===== config.mk =====
export PLATFORM = sky130hd
export DESIGN_NAME = utf8_to_utf16_transcoder
export DESIGN_NICKNAME = d
export VERILOG_FILES = /design/src/utf8u16_pkg.sv /design/src/utf8u16_front.sv /design/src/utf8u16_queue.sv /design/src/utf8u16_back.sv /design/src/utf8_to_utf16_transcoder.sv
export SDC_FILE = /design/constraint.sdc
export NUM_CORES = 1
export LEC_CHECK = 0
export BUFFER_PORTS_ARGS = -buffer_cell sky130_fd_sc_hd__buf_2
export CAP_MARGIN = 20
export CORE_MARGIN = 2
export CORE_UTILIZATION = 55
export CTS_BUF_LIST = sky130_fd_sc_hd__clkbuf_8
export DETAILED_ROUTE_END_ITERATION = 7
export GPL_TIMING_DRIVEN = 1
export PLACE_DENSITY = 0.85
export SLEW_MARGIN = 20
export SYNTH_ARGS = -nofsm -noshare
export SYNTH_HDL_FRONTEND = slang
export SYNTH_SLANG_ARGS = --single-unit

===== constraint.sdc =====
create_clock -name clk -period 10 [get_ports clk]
set_clock_uncertainty 0.2 [all_clocks]
set_input_delay 1.5 -clock clk [delete_from_list [all_inputs] [get_ports clk]]
set_output_delay 1.5 -clock clk [all_outputs]
set_load 0.01 [all_outputs]

===== src/utf8u16_pkg.sv =====
// Shared types and constants for the UTF-8 to UTF-16 transcoder.
// No dependencies; imported by every module of the block.
package utf8u16_pkg;

  // Status codes carried by a status result
  localparam logic [2:0] ST_OK    = 3'd0;
  localparam logic [2:0] ST_STRAY = 3'd1;
  localparam logic [2:0] ST_BAD   = 3'd2;
  localparam logic [2:0] ST_TRUNC = 3'd3;
  localparam logic [2:0] ST_FULL  = 3'd4;

  // Default depth of the record queue between front and back
  localparam int QUEUE_DEPTH_DEF = 4;

  localparam int ACC_W   = 22;
  localparam int CNT_W   = 32;
  localparam int UNIT_W  = 16;
  localparam int OUT_DATA_W = 88;

  // Surrogate bases and the code point offset of the pair form
  localparam logic [UNIT_W-1:0] HI_SURR_BASE = 16'hD800;
  localparam logic [UNIT_W-1:0] LO_SURR_BASE = 16'hDC00;
  localparam logic [ACC_W-1:0]  PAIR_OFFSET  = 22'h010000;

  // All results caused by one input byte: units first, then an optional status
  typedef struct packed {
    logic [1:0]        nunits;
    logic [UNIT_W-1:0] unit0;
    logic [UNIT_W-1:0] unit1;
    logic              has_status;
    logic [2:0]        status;
    logic [CNT_W-1:0]  consumed;
    logic [CNT_W-1:0]  written;
  } rec_t;

endpackage


===== src/utf8u16_front.sv =====
// Front end: takes UTF-8 bytes, gathers sequences, checks room, builds records.
// Depends on utf8u16_pkg.
module utf8u16_front (
  input  logic                        clk,
  input  logic                        rst,
  input  logic                        in_valid,
  input  logic                        in_ready,
  input  logic [7:0]                  data_byte,
  input  logic                        end_mark,
  input  logic                        cfg_valid,
  input  logic [utf8u16_pkg::CNT_W-1:0] cfg_data,
  output logic                        push,
  output utf8u16_pkg::rec_t           rec
);
  import utf8u16_pkg::*;

  logic [CNT_W-1:0] capacity;
  logic [ACC_W-1:0] acc, acc_next;
  logic [2:0]       expected, expected_next;
  logic [2:0]       seen, seen_next;
  logic [CNT_W-1:0] consumed, consumed_next;
  logic [CNT_W-1:0] written, written_next;
  logic             discarding, discarding_next;

  logic             accept;
  logic [CNT_W:0]   room_diff;
  logic             no_room, one_left;

  assign accept    = in_valid && in_ready;
  assign room_diff = {1'b0, capacity} - {1'b0, written};
  assign no_room   = room_diff[CNT_W] || (room_diff == '0);
  assign one_left  = (room_diff == {{CNT_W{1'b0}}, 1'b1});

  // Sequence decode and record build
  always_comb begin
    logic             done;
    logic             has_err;
    logic [2:0]       err;
    logic [2:0]       len;
    logic             need2;
    logic [ACC_W-1:0] v;
    logic [2:0]       seen_inc;

    done = 1'b0;
    has_err = 1'b0;
    err = ST_OK;
    len = 3'd0;
    need2 = 1'b0;
    v = '0;
    seen_inc = seen + 3'd1;

    acc_next = acc;
    expected_next = expected;
    seen_next = seen;
    consumed_next = consumed;
    written_next = written;
    discarding_next = discarding;
    rec = '0;

    if (discarding) begin
      if (end_mark) begin
        discarding_next = 1'b0;
      end
    end else begin
      if (expected == 3'd0) begin
        priority if (!data_byte[7]) begin
          acc_next = {{(ACC_W-8){1'b0}}, data_byte};
          len = 3'd1;
          done = 1'b1;
        end else if (!data_byte[6]) begin
          has_err = 1'b1;
          err = ST_STRAY;
        end else if (!data_byte[5]) begin
          acc_next = {{(ACC_W-5){1'b0}}, data_byte[4:0]};
          expected_next = 3'd2;
          seen_next = 3'd1;
        end else if (!data_byte[4]) begin
          acc_next = {{(ACC_W-4){1'b0}}, data_byte[3:0]};
          expected_next = 3'd3;
          seen_next = 3'd1;
        end else begin
          // F8-FF also count as 4-byte leads
          acc_next = {{(ACC_W-4){1'b0}}, data_byte[3:0]};
          expected_next = 3'd4;
          seen_next = 3'd1;
        end
      end else if (data_byte[7:6] == 2'b10) begin
        acc_next = {acc[ACC_W-7:0], data_byte[5:0]};
        seen_next = seen_inc;
        if (seen_inc >= expected) begin
          len = expected;
          done = 1'b1;
        end
      end else begin
        has_err = 1'b1;
        err = ST_BAD;
      end

      if (!has_err && !done && end_mark) begin
        has_err = 1'b1;
        err = ST_TRUNC;
      end

      // Finished sequence: room check, then units
      if (!has_err && done) begin
        need2 = (acc_next[ACC_W-1:16] != '0);
        v = acc_next - PAIR_OFFSET;
        if (no_room || (need2 && one_left)) begin
          has_err = 1'b1;
          err = ST_FULL;
        end else begin
          if (need2) begin
            rec.nunits = 2'd2;
            rec.unit0 = HI_SURR_BASE | {6'b0, v[19:10]};
            rec.unit1 = LO_SURR_BASE | {6'b0, v[9:0]};
          end else begin
            rec.nunits = 2'd1;
            rec.unit0 = acc_next[UNIT_W-1:0];
          end
          consumed_next = consumed + {{(CNT_W-3){1'b0}}, len};
          written_next = written + (need2 ? CNT_W'(2) : CNT_W'(1));
          acc_next = '0;
          expected_next = 3'd0;
          seen_next = 3'd0;
          if (end_mark) begin
            rec.has_status = 1'b1;
            rec.status = ST_OK;
            rec.consumed = consumed_next;
            rec.written = written_next;
            consumed_next = '0;
            written_next = '0;
          end
        end
      end

      // Error: report counts before the failing sequence, then clear
      if (has_err) begin
        rec.has_status = 1'b1;
        rec.status = err;
        rec.consumed = consumed;
        rec.written = written;
        acc_next = '0;
        expected_next = 3'd0;
        seen_next = 3'd0;
        consumed_next = '0;
        written_next = '0;
        discarding_next = !end_mark;
      end
    end
  end

  assign push = accept && ((rec.nunits != 2'd0) || rec.has_status);

  // State registers
  always_ff @(posedge clk) begin
    if (rst) begin
      capacity   <= '0;
      acc        <= '0;
      expected   <= '0;
      seen       <= '0;
      consumed   <= '0;
      written    <= '0;
      discarding <= 1'b0;
    end else begin
      if (cfg_valid) begin
        capacity <= cfg_data;
      end
      if (accept) begin
        acc        <= acc_next;
        expected   <= expected_next;
        seen       <= seen_next;
        consumed   <= consumed_next;
        written    <= written_next;
        discarding <= discarding_next;
      end
    end
  end

endmodule


===== src/utf8u16_queue.sv =====
// Short record queue between the front and back ends.
// Depends on utf8u16_pkg (rec_t).
module utf8u16_queue #(
  parameter int DEPTH = utf8u16_pkg::QUEUE_DEPTH_DEF
) (
  input  logic              clk,
  input  logic              rst,
  input  logic              push,
  input  utf8u16_pkg::rec_t push_rec,
  input  logic              pop,
  output utf8u16_pkg::rec_t head,
  output logic              empty,
  output logic              full
);
  import utf8u16_pkg::*;

  localparam int PTR_W = (DEPTH > 1) ? $clog2(DEPTH) : 1;
  localparam int CNT_QW = $clog2(DEPTH + 1);

  rec_t              slots [DEPTH];
  logic [PTR_W-1:0]  wr_ptr;
  logic [PTR_W-1:0]  rd_ptr;
  logic [CNT_QW-1:0] count;
  logic              do_push, do_pop;

  assign empty   = (count == '0);
  assign full    = (count == CNT_QW'(DEPTH));
  assign head    = slots[rd_ptr];
  assign do_push = push && !full;
  assign do_pop  = pop && !empty;

  // Storage, no reset needed
  always_ff @(posedge clk) begin
    if (do_push) begin
      slots[wr_ptr] <= push_rec;
    end
  end

  // Pointers and fill count
  always_ff @(posedge clk) begin
    if (rst) begin
      wr_ptr <= '0;
      rd_ptr <= '0;
      count  <= '0;
    end else begin
      if (do_push) begin
        wr_ptr <= (wr_ptr == PTR_W'(DEPTH - 1)) ? '0 : wr_ptr + PTR_W'(1);
      end
      if (do_pop) begin
        rd_ptr <= (rd_ptr == PTR_W'(DEPTH - 1)) ? '0 : rd_ptr + PTR_W'(1);
      end
      if (do_push && !do_pop) begin
        count <= count + CNT_QW'(1);
      end else if (do_pop && !do_push) begin
        count <= count - CNT_QW'(1);
      end
    end
  end

endmodule


===== src/utf8u16_back.sv =====
// Back end: holds one record and emits its results one per cycle while out_ready is high.
// Depends on utf8u16_pkg.
module utf8u16_back (
  input  logic              clk,
  input  logic              rst,
  input  utf8u16_pkg::rec_t head,
  input  logic              empty,
  output logic              pop,
  output logic              out_valid,
  input  logic              out_ready,
  output logic              is_status,
  output logic [utf8u16_pkg::UNIT_W-1:0] code_unit,
  output logic [2:0]        status,
  output logic [utf8u16_pkg::CNT_W-1:0] bytes_consumed,
  output logic [utf8u16_pkg::CNT_W-1:0] units_written,
  output logic              run_last
);
  import utf8u16_pkg::*;

  rec_t       cur;
  logic       cur_valid;
  logic [1:0] idx;
  logic [1:0] total;
  logic       is_unit;
  logic       taken;

  assign total    = cur.nunits + {1'b0, cur.has_status};
  assign is_unit  = (idx < cur.nunits);
  assign run_last = (idx == total - 2'd1);
  assign taken    = cur_valid && out_ready;
  assign pop      = !empty && (!cur_valid || (taken && run_last));

  // Result fields from the held record
  assign out_valid      = cur_valid;
  assign is_status      = !is_unit;
  assign code_unit      = !is_unit ? '0 : ((idx == 2'd0) ? cur.unit0 : cur.unit1);
  assign status         = is_unit ? ST_OK : cur.status;
  assign bytes_consumed = is_unit ? '0 : cur.consumed;
  assign units_written  = is_unit ? '0 : cur.written;

  // Payload of the held record
  always_ff @(posedge clk) begin
    if (pop) begin
      cur <= head;
    end
  end

  // Held-record valid and result index
  always_ff @(posedge clk) begin
    if (rst) begin
      cur_valid <= 1'b0;
      idx       <= '0;
    end else begin
      if (pop) begin
        cur_valid <= 1'b1;
        idx       <= '0;
      end else if (taken) begin
        if (run_last) begin
          cur_valid <= 1'b0;
          idx       <= '0;
        end else begin
          idx <= idx + 2'd1;
        end
      end
    end
  end

endmodule


===== src/utf8_to_utf16_transcoder.sv =====
// Top level of the UTF-8 to UTF-16 transcoder: front end, record queue, back end.
// Depends on utf8u16_pkg, utf8u16_front, utf8u16_queue, utf8u16_back.
//
//  channel   dir  handshake              payload
//  s_*       in   s_tvalid / s_tready    tdata[7:0] byte, tlast end of buffer
//  m_*       out  m_tvalid / m_tready    tdata unit/status/counts, tuser, tlast
//  cfg_*     in   cfg_valid / cfg_ready  cfg_data output capacity
//
// One input byte is taken per cycle while s_tready is high, decoded in that cycle.
// Results leave one per cycle from the back end's held record while m_tready is
// high, so a byte that makes a surrogate pair plus a status yields three results.
// The record queue (QUEUE_DEPTH entries) absorbs that; s_tready drops only
// when it is full. Reset is synchronous; capacity resets to 0, no clearing pass.
module utf8_to_utf16_transcoder #(
  parameter int QUEUE_DEPTH = utf8u16_pkg::QUEUE_DEPTH_DEF
) (
  input  logic                                  clk,
  input  logic                                  rst,
  input  logic                                  s_tvalid,
  output logic                                  s_tready,
  input  logic [7:0]                            s_tdata,  // [7:0] data_byte
  input  logic                                  s_tlast,  // end_of_buffer
  output logic                                  m_tvalid,
  input  logic                                  m_tready,
  // [15:0] code_unit, [18:16] status, [50:19] bytes_consumed,
  // [82:51] units_written, [87:83] zero
  output logic [utf8u16_pkg::OUT_DATA_W-1:0]    m_tdata,
  output logic                                  m_tuser,  // is_status
  output logic                                  m_tlast,  // run_last
  input  logic                                  cfg_valid,
  output logic                                  cfg_ready,
  input  logic [utf8u16_pkg::CNT_W-1:0]         cfg_data  // output_capacity
);
  import utf8u16_pkg::*;

  rec_t              front_rec;
  rec_t              head;
  logic              push, pop, empty, full;
  logic [UNIT_W-1:0] code_unit;
  logic [2:0]        status;
  logic [CNT_W-1:0]  bytes_consumed;
  logic [CNT_W-1:0]  units_written;

  assign s_tready  = !full;
  assign cfg_ready = 1'b1;

  utf8u16_front u_front (
    .clk       (clk),
    .rst       (rst),
    .in_valid  (s_tvalid),
    .in_ready  (s_tready),
    .data_byte (s_tdata),
    .end_mark  (s_tlast),
    .cfg_valid (cfg_valid),
    .cfg_data  (cfg_data),
    .push      (push),
    .rec       (front_rec)
  );

  utf8u16_queue #(
    .DEPTH (QUEUE_DEPTH)
  ) u_queue (
    .clk      (clk),
    .rst      (rst),
    .push     (push),
    .push_rec (front_rec),
    .pop      (pop),
    .head     (head),
    .empty    (empty),
    .full     (full)
  );

  utf8u16_back u_back (
    .clk            (clk),
    .rst            (rst),
    .head           (head),
    .empty          (empty),
    .pop            (pop),
    .out_valid      (m_tvalid),
    .out_ready      (m_tready),
    .is_status      (m_tuser),
    .code_unit      (code_unit),
    .status         (status),
    .bytes_consumed (bytes_consumed),
    .units_written  (units_written),
    .run_last       (m_tlast)
  );

  // Pack result fields, lowest field first
  assign m_tdata = {5'b0, units_written, bytes_consumed, status, code_unit};

endmodule


**Word level (Yosys, flattened, before mapping)**

Memories as Yosys holds them, arrays and structs flattened. A register that Yosys moved wholly into a read port is not among the register bits.
Index checks and enable logic that the tools add are counted.

- Add/subtract/negate cells: 12
- $lt $le $gt $ge: 2
- Equality and inequality tests: 7
- Multiplexer cells: 85
- Bitwise logic cells: 1
- Reduce and logical (&&, ||, !) cells: 41

Operators with widths:

| operator | count |
|---|---|
| 32-bit 2-to-1 mux | 10 |
| 102-bit 2-to-1 mux | 3 |
| 22-bit 2-to-1 mux | 8 |
| 68-bit 2-to-1 mux | 2 |
| 3-bit 2-to-1 mux | 27 |
| 16-bit 2-to-1 mux | 3 |
| 33-bit by 1-bit equality test with 1-bit output (second input constant) | 1 |
| 33-bit logical NOT | 1 |
| 32-bit by 32-bit subtractor with 33-bit output | 1 |
| 32-bit by 3-bit adder with 32-bit output | 1 |
| 32-bit adder | 1 |
| 1-bit 2-to-1 mux | 25 |
| 20-bit by 17-bit subtractor with 20-bit output (second input constant) | 1 |
| 18-bit 2-to-1 mux | 1 |
| 1-bit logical AND | 13 |
| 1-bit logical NOT | 10 |
| 2-bit 2-to-1 mux | 5 |
| 2-bit nonzero test | 5 |
| 2-bit by 1-bit adder with 2-bit output (second input constant) | 3 |
| 3-bit by 1-bit adder with 3-bit output (second input constant) | 2 |
| 2-bit equality test (second input constant) | 3 |
| 3-bit logical NOT | 2 |
| 6-bit nonzero test | 1 |
| 5-bit 2-to-1 mux | 1 |
| 14 further kinds | 18 |

- Register bits: 135
- RAM bits: 408
- Input port bits: 46
- Output and inout bits: 93
- Memories kept: 1

Memory list:

| memory | depth | bits a word | rd ports | clocked after memory_dff | wr ports | RTL line | source |
|---|---|---|---|---|---|---|---|
| u_queue.slots | 4 | 102 | 1 | 1 | 1 | utf8u16_queue.sv:20 | `rec_t slots [DEPTH];` |

**Longest topological paths before layout**

- Depth in word-level cells: 25
- Gate-level depth with buffers: 25
- Gate-level depth less buffers: 23

**Cells and area by module**

A second synthesis with hierarchy kept.

- Cells, all modules: 2316
- Area total of the unflattened synthesis: 29532.1 sq um

Modules (own cells, without submodules):

| module | instances | cells an instance | area each (sq um) | sequential area each (sq um) |
|---|---|---|---|---|
| utf8u16_queue | 1 | 582 | 15183.3 | 12431.9 |
| utf8u16_front | 1 | 1482 | 10249.8 | 2502.4 |
| utf8u16_back | 1 | 243 | 4042.6 | 3123.0 |
| utf8_to_utf16_transcoder | 1 | 9 | 56.3 | 0.0 |

**Worst setup path after synthesis**

OpenSTA, ideal clock, no wires.

- Path kind: in2reg
- Start: input port m_tready
- End: register u_queue.count[2]
- Setup time: 0.070 ns
- Arrival: 8.110 ns
- Required time: 9.730 ns
- Slack: 1.620 ns
- Stages on the path: 9
- Buffers on the path: 0
- Path through: nand2_1 > a21oi_1 > inv_1 > ha_1 > inv_1 > fa_1 > xor2_1 > or3_1 > a21oi_1

- Longest elaborated chain between the ends: 8
- Elaborated cells between the ends (all ways): 10

Ends and longest elaborated chain:

| element | RTL line | source |
|---|---|---|
| start: declaration | utf8_to_utf16_transcoder.sv:24 | `input logic m_tready,` |
| 1-bit logical AND * | utf8u16_back.sv:30 | `assign taken = cur_valid && out_ready;` |
| 1-bit logical AND * | utf8u16_back.sv:31 | `assign pop = !empty && (!cur_valid \|\| (taken && run_last));` |
| 1-bit logical OR * | utf8u16_back.sv:31 |  |
| 1-bit logical AND * | utf8u16_back.sv:31 |  |
| net pop | utf8_to_utf16_transcoder.sv:38 | `logic push, pop, empty, full;` |
| 1-bit logical AND * | utf8u16_queue.sv:30 | `assign do_pop = pop && !empty;` |
| 1-bit logical NOT | utf8u16_queue.sv:52 | `if (do_push && !do_pop) begin` |
| 1-bit logical AND | utf8u16_queue.sv:52 |  |
| 3-bit 2-to-1 mux / 2-bit nonzero test (equally long branches) | -- |  |
| end signal: assignment | utf8u16_queue.sv:53 | `count <= count + CNT_QW'(1);` |
| end signal: assignment | utf8u16_queue.sv:55 | `count <= count - CNT_QW'(1);` |
| end: declaration | utf8u16_queue.sv:23 | `logic [CNT_QW-1:0] count;` |

The timed path passes the listed nets; every way through them passes the cells marked *.
A chain may end at the register's enable or synchronous reset.

==> impl_metrics.json <==
{
  "post_cts_resize_count": 0,
  "grt_antenna_before_repair": 4,
  "post_layout_nonfiller_instances": 3075,
  "antenna_violating_nets_post_route": 0,
  "hpwl_um": 43720,
  "min_period_ps": 7289,
  "timing_worst_slew_pin_value_ps": 1160,
  "crit_path_dat_ps": 7600,
  "leakage_power_summed_over_all_cells_nw": 11.10,
  "numPortBuffers": 132,
  "ys_dominant_reg_cell": "edfxtp_1",
  "holdBufCountCts": 0,
  "placement_rows": 82,
  "critPathMaxFanout": 19,
  "i_o_pin_count": 139,
  "synth.top_cells.by_area": "edfxtp_1 51%, dfxtp_1 9.6%, mux4_2 7.7%",
  "initial_core_util_pct": 55.89,
  "final_net_count": 2423,
  "cp-start-kind": "primary input",
  "tritoncts_num_sinks": 615,
  "min_period_over_period_pct": 72.89,
  "cp-end-kind": "flip-flop",
  "numCtsBuffers": 94,
  "maximum_number_of_pins_on_one_net_before_global_route_repair": 78,
  "synth_enable_flop_cells": 480,
  "remaining_drc_errors": 2,
  "slew_viol_final": 0,
  "rsz_0062_raised_after_global_routing": "false",
  "crit_path_required_time_ps": 10310,
  "die_y_extent_um": 230.3,
  "final_common_cell": "edfxtp_1",
  "globalRouteOverflowTotal": 0,
  "min_path_type": "reg2reg",
  "post_drt_via_cell_ratio": 6.255,
  "syn_to_final_growth_pct": 10.29,
  "most_frequent_cells_in_the_layout": "480 x edfxtp_1, 238 x nor2_1, 149 x nand2_1",
  "detail_route.wl_per_cell_um": 21.95,
  "clock_root_buffer": "clkbuf_8",
  "timing.setup.tns_ps": 0,
  "violated_checks": "DRC",
  "dpl.cell_count": 2896,
  "postCtsSetupRepairBufs": 0,
  "worstPathCellList": "buf_2, nand2b_1, nor2_2, nor2_1, a22oi_1, ha_1, o211a_1, nand3_2, inv_1, ha_1, inv_1, fa_1, nand3b_1, nor4_1, nand2_1, or4_1, nor3_1, nand3_1, nor3_1, nand3_1, nor2_1, o21ai_0, o21ai_1",
  "number_of_global_route_vias_before_repair": 18840,
  "cts_buffer_depth": 3,
  "critical_path.n_buffers_inverters": 3,
  "design.die.area_um2": 53020,
  "yosys_register_bits": 615,
  "setup_viol": 0,
  "design.core.area_um2": 50380,
  "hold_viol": 0,
  "drt_iter0_markers": 1873,
  "grt_usage_pct": 25.44,
  "timing.slew.headroom_pct": 22.41,
  "clk_transition_reported_paths_ps": 60,
  "yosysTopAreaCellShare_pct": 51.19,
  "tritoncts": "yes",
  "synth.cell_area_um2": 28160,
  "run_status": "complete, but fails checks",
  "layout-drive-gt1-share_pct": 17.37,
  "max_stage_delay_on_crit_path_ps": 570,
  "critical_path.top_delay_family": "simple AND/OR/NAND/NOR gates",
  "grt_pass1_wl_um": 104400,
  "worstSetupPathType": "in2reg",
  "post_synth.cell_area_avg_um2": 12.79,
  "max_cap_viol_count": 0,
  "power_per_cell_area_nw_per_um2": 225.0,
  "yosys_warnings": 0,
  "clk-insertion-delay-late_ps": 710,
  "place.gp.congestion": 0.8779,
  "via_count": 19230,
  "synth-async-reset-ratio_pct": 0,
  "drt_wl_total_um": 67500,
  "synthDominantAreaCellType": "edfxtp_1",
  "fp.dieW_um": 230.3,
  "cts_max_level": 3,
  "netlist-cell-type-count": 92,
  "max_clock_freq_ghz": 0.1372,
  "synthCells": 2201,
  "sequential_fraction_of_the_synthesis_area_pct": 60.79,
  "drt_first_pass_iters": 8,
  "crit_path_top_delay_cell": "nor2_2",
  "worst_ir_drop_vdd_v": 0.0001596
}
==> cell type report <==
| class | count | area [µm²] |
|---|---|---|
| Fill cell | 3574 | 19320 |
| Antenna cell | 2 | 5.005 |
| Clock buffer | 108 | 1486 |
| Tap cell | 672 | 840.8 |
| Sequential cell | 615 | 17120 |
| Clock inverter | 69 | 325.3 |
| Inverter | 80 | 301.5 |
| Multi-Input combinational cell | 1374 | 10140 |
| Timing Repair Buffer | 155 | 833.3 |
==> Yosys cell counts (7+ instances only) <==
library cell  instances
o221ai_1             18
xor2_1                7
a221o_1              22
nand2_1             149
nor4_1               12
a21oi_1              88
xnor2_1              20
nand4_1              26
nor3_1               43
clkbuf_1             77
nand2b_1             14
buf_1                18
nand3b_1              8
nor2b_1              10
a221oi_1              7
or2_2                10
and3_1               11
dfxtp_1             135
edfxtp_1            480
o21ai_0              55
mux2i_1              55
a21o_1               11
o211ai_1             16
buf_4                 9
inv_1                79
buf_6                12
or3_1                22
a32oi_1              12
nand3_1              49
and2_1               77
a211oi_1             11
a22oi_1              53
o22ai_1               7
o21ai_1              56
buf_2                20
nor2_1              239
mux4_2               96
o21a_1                9
ha_1                 53
==> registers in the layout (all words and copies together) (netlist names), 3 cells and up <==
name / cells
u_back.cur: 96
u_front.seen: 3
u_front.capacity: 32
u_front.consumed: 32
u_queue.count: 3
u_front.expected: 3
u_front.acc: 22
u_queue.slots: 384
u_front.written: 32
==> routing by layer <==
metal,up-vias,GRT usage [%],part of all wire [%]
li1,8625,-,-
met1,9375,33.31,39
met2,1054,41.79,48
met3,174,4.861,9.2
met4,6,10.77,3.5
met5,-,0,0.047
==> worst register-to-register path, cell delays in order (launching register included) <==
cell,delay (ps)
dfxtp_1,400
or3_1,440
clkinv_2,250
nor2_2,590
nor2_1,400
a22oi_1,420
ha_1,270
o211a_1,210
nand3_2,240
inv_1,200
ha_1,210
inv_1,70
fa_1,440
nand3b_1,200
nor4_1,430
nand2_1,190
or4_1,500
nor3_1,260
nand3_1,190
nor3_1,300
nand3_1,150
nor2_1,130
o21ai_0,80
o21ai_1,200
==> path summary, 6_finish.rpt <==
kind / from / endpoint / slack [ps] / cells after the start
hold reg to reg: u_front.capacity[22] / u_front.capacity[22] / 300 / 2
setup reg to reg: u_front.expected[0] / u_queue.slots[2][30] / 2840 / 23
setup / recovery: s_tdata[6] / u_queue.slots[2][30] / 2710 / 23
hold / removal: u_front.capacity[22] / u_front.capacity[22] / 300 / 2
==> through the flow <==
stage	worst slack, ps	util [%]	hold slack [ps]	total power, mW	instance area (µm²)
after CTS	2842	61.63	299.6	7.025	31050
after detailed placement	2109	58.04	289.9	5.061	29240
final	2711	61.64	300.1	6.987	31050
after global placement	2414	58.04	254.9	4.994	29240
after floorplan	1620	-	242.9	4.506	28170
after global routing	2240	61.64	317.0	7.286	31050
==> report_power, final <==
part / leakage [nW] / internal, mW / total (mW) / switching, mW
combinational: 4.41 / 0.641 / 1.64 / 0.997
sequential: 5.63 / 3.21 / 3.38 / 0.165
clock: 1.06 / 0.994 / 1.97 / 0.978
total: 11.1 / 4.85 / 6.99 / 2.14
==> logic make-up (layout without fill, tap and decap cells) <==
kind of cell	after synthesis	in the layout	synth area share (%)
other	2	8	0.02667
AO/OA/AOI/OAI	427	427	10.46
flip-flops	615	615	60.79
adder cells (fa/ha/maj)	57	57	2.640
AND/OR/NAND/NOR	706	706	12.19
XOR/XNOR	27	27	0.8399
buffers and inverters	216	412	3.413
multiplexers	151	151	9.634
Power figures use the tool's default switching activity.
